[src/rtl/core/kmsf_pkg.sv]
// Shared types and constants for the k-way merge sample-count filter.
// No dependencies; kmsf_cell and the top level in rtl/core refer to it by scoped name.
`default_nettype none

package kmsf_pkg;

  localparam int LANE_W      = 4;
  localparam int KEY_FIELD_W = 62;
  localparam int COUNT_W     = 32;
  localparam int CFG_W       = 5;

  localparam logic CMD_LOAD  = 1'b0;
  localparam logic CMD_MERGE = 1'b1;

  localparam logic [CFG_W-1:0] MIN_SAMPLES_RESET = 5'd1;

  typedef struct packed {
    logic                   cmd;
    logic [LANE_W-1:0]      lane;
    logic [KEY_FIELD_W-1:0] record_key;
    logic [COUNT_W-1:0]     record_count;
    logic                   record_valid;
  } item_t;

  typedef struct packed {
    logic [LANE_W-1:0]      out_lane;
    logic [KEY_FIELD_W-1:0] out_key;
    logic [COUNT_W-1:0]     out_count;
    logic                   consumed;
    logic                   kept;
    logic                   done_res;
    logic                   last;
  } result_t;

  typedef struct packed {
    logic shift;
    logic load;
    logic load_valid;
  } cell_ctrl_t;

endpackage

`default_nettype wire

[src/rtl/core/kmsf_cell.sv]
// One lane cell of the head-record ring: holds key, count and live flag.
// Loads from the item bus or takes its neighbor's record on a shift.
// Depends on kmsf_pkg.
`default_nettype none

module kmsf_cell #(
  parameter int KEY_W = 62
) (
  input  wire                           clk,
  input  wire                           rst,
  input  kmsf_pkg::cell_ctrl_t          ctrl,
  input  wire [KEY_W-1:0]               load_key,
  input  wire [kmsf_pkg::COUNT_W-1:0]   load_count,
  input  wire                           nb_alive,
  input  wire [KEY_W-1:0]               nb_key,
  input  wire [kmsf_pkg::COUNT_W-1:0]   nb_count,
  output logic                          alive,
  output logic [KEY_W-1:0]              key,
  output logic [kmsf_pkg::COUNT_W-1:0]  count
);

  always_ff @(posedge clk) begin
    if (rst) begin
      alive <= 1'b0;
    end else if (ctrl.load) begin
      alive <= ctrl.load_valid;
    end else if (ctrl.shift) begin
      alive <= nb_alive;
    end
  end

  always_ff @(posedge clk) begin
    if (ctrl.load && ctrl.load_valid) begin
      key   <= load_key;
      count <= load_count;
    end else if (ctrl.shift) begin
      key   <= nb_key;
      count <= nb_count;
    end
  end

endmodule

`default_nettype wire

[src/rtl/core/kmsf_minscan.sv]
// Running minimum and match counter fed one head record per cycle while
// en is high, from the end of the cell ring. Does not use kmsf_pkg itself.
`default_nettype none

module kmsf_minscan #(
  parameter int KEY_W = 62,
  parameter int CNT_W = 5
) (
  input  wire              clk,
  input  wire              rst,
  input  wire              clr,
  input  wire              en,
  input  wire              alive,
  input  wire [KEY_W-1:0]  key,
  output logic             found,
  output logic [KEY_W-1:0] min_key,
  output logic [CNT_W-1:0] match_cnt
);

  logic take_new;

  assign take_new = alive && (!found || key < min_key);

  always_ff @(posedge clk) begin
    if (rst || clr) begin
      found     <= 1'b0;
      match_cnt <= '0;
    end else if (en && take_new) begin
      found     <= 1'b1;
      match_cnt <= CNT_W'(1);
    end else if (en && alive && key == min_key) begin
      match_cnt <= match_cnt + CNT_W'(1);
    end
  end

  always_ff @(posedge clk) begin
    if (en && take_new) begin
      min_key <= key;
    end
  end

endmodule

`default_nettype wire

[src/rtl/core/kway_merge_sample_count_filter.sv]
// Top level of the k-way merge sample-count filter: cell ring, scanner, sequencer.
// Depends on kmsf_pkg, kmsf_cell and kmsf_minscan.
//
// A load (cmd 0) writes one lane's head record, or clears the lane when
// record_valid is low; busy stays low. A merge (cmd 1) keeps busy high while
// the ring of head cells rotates once through the minimum scanner, then once
// more past the result register, giving one result per cycle, lane 0 first,
// with last on lane NUM_LANES-1. With no live lane a merge skips the second
// rotation and gives a single done result. Results are shown for one cycle on
// result_strobe; the receiver cannot stall, so it must take every transfer.
// The next command may start in the cycle the last result is shown.
`default_nettype none

module kway_merge_sample_count_filter #(
  parameter int NUM_LANES = 16,
  parameter int KMER_LEN  = 31
) (
  input  wire                          clk,
  input  wire                          rst,
  input  wire                          start,
  output logic                         busy,
  input  kmsf_pkg::item_t              item,
  output logic                         result_strobe,
  output kmsf_pkg::result_t            result,
  input  wire                          cfg_we,
  input  wire [kmsf_pkg::CFG_W-1:0]    cfg_data
);

  localparam int KEY_W  = (2 * KMER_LEN > kmsf_pkg::KEY_FIELD_W) ?
                          kmsf_pkg::KEY_FIELD_W : 2 * KMER_LEN;
  localparam int STEP_W = $clog2(NUM_LANES);
  localparam int CNT_W  = $clog2(NUM_LANES + 1);
  localparam int CMP_W  = (CNT_W > kmsf_pkg::CFG_W) ? CNT_W : kmsf_pkg::CFG_W;
  localparam logic [STEP_W-1:0] LAST_STEP = STEP_W'(NUM_LANES - 1);

  typedef enum logic [1:0] {S_IDLE, S_SCAN, S_EMIT} state_t;

  state_t                          state;
  logic [STEP_W-1:0]               step;
  logic [kmsf_pkg::CFG_W-1:0]      min_samples;

  logic                            accept;
  logic                            merge_go;
  logic                            load_go;
  logic                            shift;
  logic                            emitting;
  logic                            hit;
  logic                            kept;

  logic                            cell_alive [NUM_LANES];
  logic [KEY_W-1:0]                cell_key   [NUM_LANES];
  logic [kmsf_pkg::COUNT_W-1:0]    cell_count [NUM_LANES];

  logic                            scan_found;
  logic [KEY_W-1:0]                scan_min;
  logic [CNT_W-1:0]                scan_match_cnt;

  assign busy     = (state != S_IDLE);
  assign accept   = start && !busy;
  assign merge_go = accept && (item.cmd == kmsf_pkg::CMD_MERGE);
  assign load_go  = accept && (item.cmd == kmsf_pkg::CMD_LOAD);
  assign emitting = (state == S_EMIT) && scan_found;
  assign shift    = (state == S_SCAN) || emitting;
  assign hit      = cell_alive[0] && (cell_key[0] == scan_min);
  assign kept     = CMP_W'(scan_match_cnt) >= CMP_W'(min_samples);

  genvar gi;
  generate
    for (gi = 0; gi < NUM_LANES; gi++) begin : g_cell
      kmsf_pkg::cell_ctrl_t ctrl;
      logic                          nb_alive;
      logic [KEY_W-1:0]              nb_key;
      logic [kmsf_pkg::COUNT_W-1:0]  nb_count;

      assign ctrl.shift      = shift;
      assign ctrl.load       = load_go && (32'(item.lane) == gi);
      assign ctrl.load_valid = item.record_valid;

      if (gi == NUM_LANES - 1) begin : g_wrap
        assign nb_alive = cell_alive[0] && !(emitting && hit);
        assign nb_key   = cell_key[0];
        assign nb_count = cell_count[0];
      end else begin : g_next
        assign nb_alive = cell_alive[gi+1];
        assign nb_key   = cell_key[gi+1];
        assign nb_count = cell_count[gi+1];
      end

      kmsf_cell #(.KEY_W(KEY_W)) u_cell (
        .clk        (clk),
        .rst        (rst),
        .ctrl       (ctrl),
        .load_key   (item.record_key[KEY_W-1:0]),
        .load_count (item.record_count),
        .nb_alive   (nb_alive),
        .nb_key     (nb_key),
        .nb_count   (nb_count),
        .alive      (cell_alive[gi]),
        .key        (cell_key[gi]),
        .count      (cell_count[gi])
      );
    end
  endgenerate

  kmsf_minscan #(.KEY_W(KEY_W), .CNT_W(CNT_W)) u_scan (
    .clk       (clk),
    .rst       (rst),
    .clr       (merge_go),
    .en        (state == S_SCAN),
    .alive     (cell_alive[0]),
    .key       (cell_key[0]),
    .found     (scan_found),
    .min_key   (scan_min),
    .match_cnt (scan_match_cnt)
  );

  always_ff @(posedge clk) begin
    if (rst) begin
      min_samples <= kmsf_pkg::MIN_SAMPLES_RESET;
    end else if (cfg_we) begin
      min_samples <= cfg_data;
    end
  end

  always_ff @(posedge clk) begin
    if (rst) begin
      state         <= S_IDLE;
      step          <= '0;
      result_strobe <= 1'b0;
    end else begin
      result_strobe <= 1'b0;
      unique case (state)
        S_IDLE: begin
          step <= '0;
          if (merge_go) begin
            state <= S_SCAN;
          end
        end
        S_SCAN: begin
          step <= step + STEP_W'(1);
          if (step == LAST_STEP) begin
            step  <= '0;
            state <= S_EMIT;
          end
        end
        S_EMIT: begin
          result_strobe <= 1'b1;
          step          <= step + STEP_W'(1);
          if (!scan_found || step == LAST_STEP) begin
            step  <= '0;
            state <= S_IDLE;
          end
        end
        default: begin
          state <= S_IDLE;
        end
      endcase
    end
  end

  always_ff @(posedge clk) begin
    if (state == S_EMIT) begin
      if (!scan_found) begin
        result.out_lane  <= '0;
        result.out_key   <= '0;
        result.out_count <= '0;
        result.consumed  <= 1'b0;
        result.kept      <= 1'b0;
        result.done_res  <= 1'b1;
        result.last      <= 1'b1;
      end else begin
        result.out_lane  <= kmsf_pkg::LANE_W'(step);
        result.out_key   <= kmsf_pkg::KEY_FIELD_W'(scan_min);
        result.out_count <= (hit && kept) ? cell_count[0] : '0;
        result.consumed  <= hit;
        result.kept      <= kept;
        result.done_res  <= 1'b0;
        result.last      <= (step == LAST_STEP);
      end
    end
  end

`ifndef SYNTHESIS
  a_done_is_last: assert property (@(posedge clk) disable iff (rst)
    result_strobe && result.done_res |-> result.last)
    else $error("done transfer without last");

  a_last_frees: assert property (@(posedge clk) disable iff (rst)
    result_strobe && result.last |-> !busy)
    else $error("busy still high with last transfer");

  a_merge_busy: assert property (@(posedge clk) disable iff (rst)
    start && !busy && item.cmd == kmsf_pkg::CMD_MERGE |=> busy)
    else $error("merge accepted without going busy");

  a_count_needs_hit: assert property (@(posedge clk) disable iff (rst)
    result_strobe && result.out_count != '0 |-> result.kept && result.consumed)
    else $error("nonzero count on a lane not consumed or not kept");

  a_load_no_result: assert property (@(posedge clk) disable iff (rst)
    start && !busy && item.cmd == kmsf_pkg::CMD_LOAD |=> !result_strobe)
    else $error("load produced a transfer");
`endif

endmodule

`default_nettype wire

[config.mk]
export PLATFORM = sky130hd
export DESIGN_NAME = kway_merge_sample_count_filter
export DESIGN_NICKNAME = d
export VERILOG_FILES = /design/src/rtl/core/kmsf_pkg.sv /design/src/rtl/core/kmsf_cell.sv /design/src/rtl/core/kmsf_minscan.sv /design/src/rtl/core/kway_merge_sample_count_filter.sv
export SDC_FILE = /design/constraint.sdc
export NUM_CORES = 2
export LEC_CHECK = 0
export ABC_CLOCK_PERIOD_IN_PS = 10700
export BUFFER_PORTS_ARGS = -buffer_cell sky130_fd_sc_hd__buf_2
export CELL_PAD_IN_SITES_DETAIL_PLACEMENT = 1
export CELL_PAD_IN_SITES_GLOBAL_PLACEMENT = 1
export CORE_MARGIN = 3
export CORE_UTILIZATION = 50
export CTS_BUF_LIST = sky130_fd_sc_hd__clkbuf_4
export DETAILED_ROUTE_END_ITERATION = 8
export PLACE_DENSITY_LB_ADDON = 0.1
export REMOVE_ABC_BUFFERS = 1
export SLEW_MARGIN = 20
export SYNTH_ARGS = -nofsm -noshare
export SYNTH_HDL_FRONTEND = slang
export SYNTH_SLANG_ARGS = --single-unit
[constraint.sdc]
create_clock -name clk -period 10.7 [get_ports clk]
set_input_delay 1.605 -clock clk [delete_from_list [all_inputs] [get_ports clk]]
set_output_delay 1.605 -clock clk [all_outputs]
set_load 0.01 [all_outputs]
==> qor.yml <==
post-route-period-util: 0.405
rsz0062_at_grt: "false"
synthSimpleGateAreaFrac: 0.0189
drive_gt1_frac: 0.527
cts_sinks: 1702
synth_flop_cell: "edfxtp_1"
synth_top_cell_area_share: 0.693
outcome: "completed"
placed_area_um2: 75200
io-pin-count: 213
place.gp.congestion: 0.799
reg2reg_to: "g_cell[3].u_cell.key[49]$_DFFE_PP_"
detail_route.wirelength_mm: 187
min-delay-start: "g_cell[4].u_cell.count[3]$_DFFE_PP_"
route.detailed.drc: 0
clk_latency_ps: 1280
grt_max_degree: 63
vias: 38649
synth_adder_area_share: 0.0126
clk_pin_slew_worst_paths_ps: 70
start_kind: "register"
power.static_leakage_nw: 28.0
numCtsBuffers: 461
cpMaxStageDelayCell: "nand2_4"
finalSetupViolCount: 0
synth_xor_xnor_area_share: 0.000364
root_buffer: "clkbuf_4"
ys_async_sr_fraction: 0
synth_area_leaders: "edfxtp_1 (69%), mux2_2 (23%), ha_1 (1.3%)"
worstMarginPinSlew_ps: 1220
drt_iter0_markers: 3162
rows: 138
grt_pass1_vias: 40445
cts.htree.levels: 5
tns_ps: 0
die_w_um: 386
cts_setup_buffers: 0
synth_top_family_by_area: "multiplexers"
io_buffers: 212
die_h_um: 386
period_needed_ps: 4330
grt-ovfl-total: 0
hp-class: "reg2reg"
dp_hpwl_mm: 114
area_delta_synth_final_pct: 12.0
synth_seq_area_share: 0.702
firstDrtPassIters: 5
reg2reg_depth: 7
synth_compound_area_frac: 0.00869
rr_startpoint: "state[0]$_SDFFE_PP0P_"
syn_avg_cell_area_um2: 17.9
antenna_found_initial: 28
cts_tree: "built"
crit_family: "simple AND/OR/NAND/NOR gates"
final_nets: 4663
initial_utilization: 0.507
clock_path_buffers: 4
crit_type: "reg2reg"
worstPathArrival_ps: 5140
stdcell_area_um2: 80900
synth_edf_count: 1668
fill_cells: 13022
ant_nets: 0
cts_hold_buf: 0
path_common_cell: "nand2_4"
path_cells: "inv_1 -> ha_1 -> nand3b_2 -> nor3_4 -> nand2_4 -> nand2_4 -> buf_4"
slew_headroom: 0.187
grt_pass1_wl_mm: 272
clock_skew_ps: 106
hold_violations: 0
synth_area_um2: 72300
crit_path_max_incr_delay_ps: 880
post_drt_wl_per_cell_um: 27.8
crit_fanout: 54
drv_slew: 0
max_cap_viol_count: 0
synth_cells: 4027
synth-seq-cells: 1702
min_path_cells: 1
r2r_setup_slack_ps: 6370
cp-end-kind: "register"
cts_resized: 0
core_um2: 143000
synth_warnings: 0
max_freq_mhz: 231
grt_use_total: 0.251
ys_types: 52
power.density_nw_per_um2: 179
dieArea_um2: 149000
critPathRequiredTime_ps: 11510
hold-path-endpoint: "g_cell[3].u_cell.count[3]$_DFFE_PP_"
synthMuxAreaShare: 0.236
peakVddDrop_v: 0.0000869
path_buf_inv: 2
drt-vias-per-instance: 5.76
synth_top_area_cell: "edfxtp_1"
power by group:
group / internal [mW] / total [mW] / switching, mW
Sequential: 7.80 / 7.93 / 0.130
Clock: 2.99 / 5.65 / 2.66
Combinational: 0.307 / 0.885 / 0.578
worst max path at each step:
stage	start	end	slack [ps]	cells after the start
final	state[0]$_SDFFE_PP0P_	g_cell[3].u_cell.key[49]$_DFFE_PP_	6370	7
after floorplan	state[0]$_SDFFE_PP0P_	g_cell[13].u_cell.count[0]$_DFFE_PP_	760	4
after detailed placement	item[99]	g_cell[0].u_cell.key[7]$_DFFE_PP_	5310	6
after global placement	item[99]	g_cell[12].u_cell.key[17]$_DFFE_PP_	5360	6
after CTS	state[0]$_SDFFE_PP0P_	g_cell[3].u_cell.key[49]$_DFFE_PP_	6300	7
after global routing	state[0]$_SDFFE_PP0P_	g_cell[3].u_cell.key[49]$_DFFE_PP_	6130	7
layout make-up:
type / instances / area [um^2] / area share
Clock inverter: 77 / 324 / 0.00400
Clock buffer: 706 / 5300 / 0.0655
Tap cell: 1890 / 2360 / 0.0292
Inverter: 78 / 294 / 0.00363
Multi-Input combinational cell: 1967 / 20300 / 0.251
Timing Repair Buffer: 271 / 1520 / 0.0188
Antenna cell: 16 / 40.0 / 0.000495
Sequential cell: 1702 / 50800 / 0.627
per-layer routing:
layer	up-vias	share of wire	global-route usage
li1	16802	-	-
met1	20307	0.47	0.375
met2	1255	0.45	0.372
met3	283	0.071	0.0559
met4	2	0.017	0.0651
met5	-	0.000070	0
state kept, by name (all words and copies together) (netlist names):
signal	cells
step	4
g_cell.u_cell.count	512
state	2
result	102
g_cell.u_cell.alive	16
u_scan.found	1
u_scan.min_key	62
result_strobe	1
u_scan.match_cnt	5
g_cell.u_cell.key	992
min_samples	5
per-stage QoR:
step	instances	worst slack [ps]	util	total power, mW	hold slack (ps)
CTS	6690	6300	0.567	14.6	414
global route	6700	6130	0.567	15.1	451
floorplan	3747	758	-	8.56	444
global placement	5907	5360	0.528	8.93	469
finish	6707	6370	0.567	14.5	464
detailed placement	5907	5310	0.528	8.96	470
cell usage in the layout, fill, tap and decap left out, types with 15 or more instances in the layout:
cell type and n:
nand2_4 19, clkinv_1 66, dfxtp_1 34, inv_1 77
edfxtp_1 1668, nand2_1 22, nor3b_1 32, mux2i_1 15
mux2_2 1490, nand3_1 16, a21oi_1 43, nor2_1 108
ha_1 72, nand4_1 17, diode_2 16, buf_4 57
clkbuf_4 706, buf_2 212
cells in the mapped netlist, types with 6 or more instances:
library cell  instances
mux2_1               14
ha_1                 73
and2_1                8
mux2i_1              15
a21oi_1              45
nand2_1              42
o21ai_0              16
inv_1                78
a211oi_1              6
nor3b_1              34
dfxtp_1              34
edfxtp_1           1668
nor3_1               10
a211o_1               7
buf_2               106
buf_1                50
mux2_2             1490
nand4_1              17
clkbuf_1            120
nor2_1              113
nand3_1              16
kinds of logic (layout without fill, tap and decap cells):
| family | Yosys count | in the layout |
|---|---|---|
| XOR/XNOR | 3 | 3 |
| AND/OR/NAND/NOR | 271 | 271 |
| adder cells (fa/ha/maj) | 73 | 73 |
| buffers and inverters | 358 | 1132 |
| other | 0 | 16 |
| multiplexers | 1519 | 1519 |
| AO/OA/AOI/OAI | 101 | 101 |
| flip-flops | 1702 | 1702 |
Power figures use the tool's default switching activity.
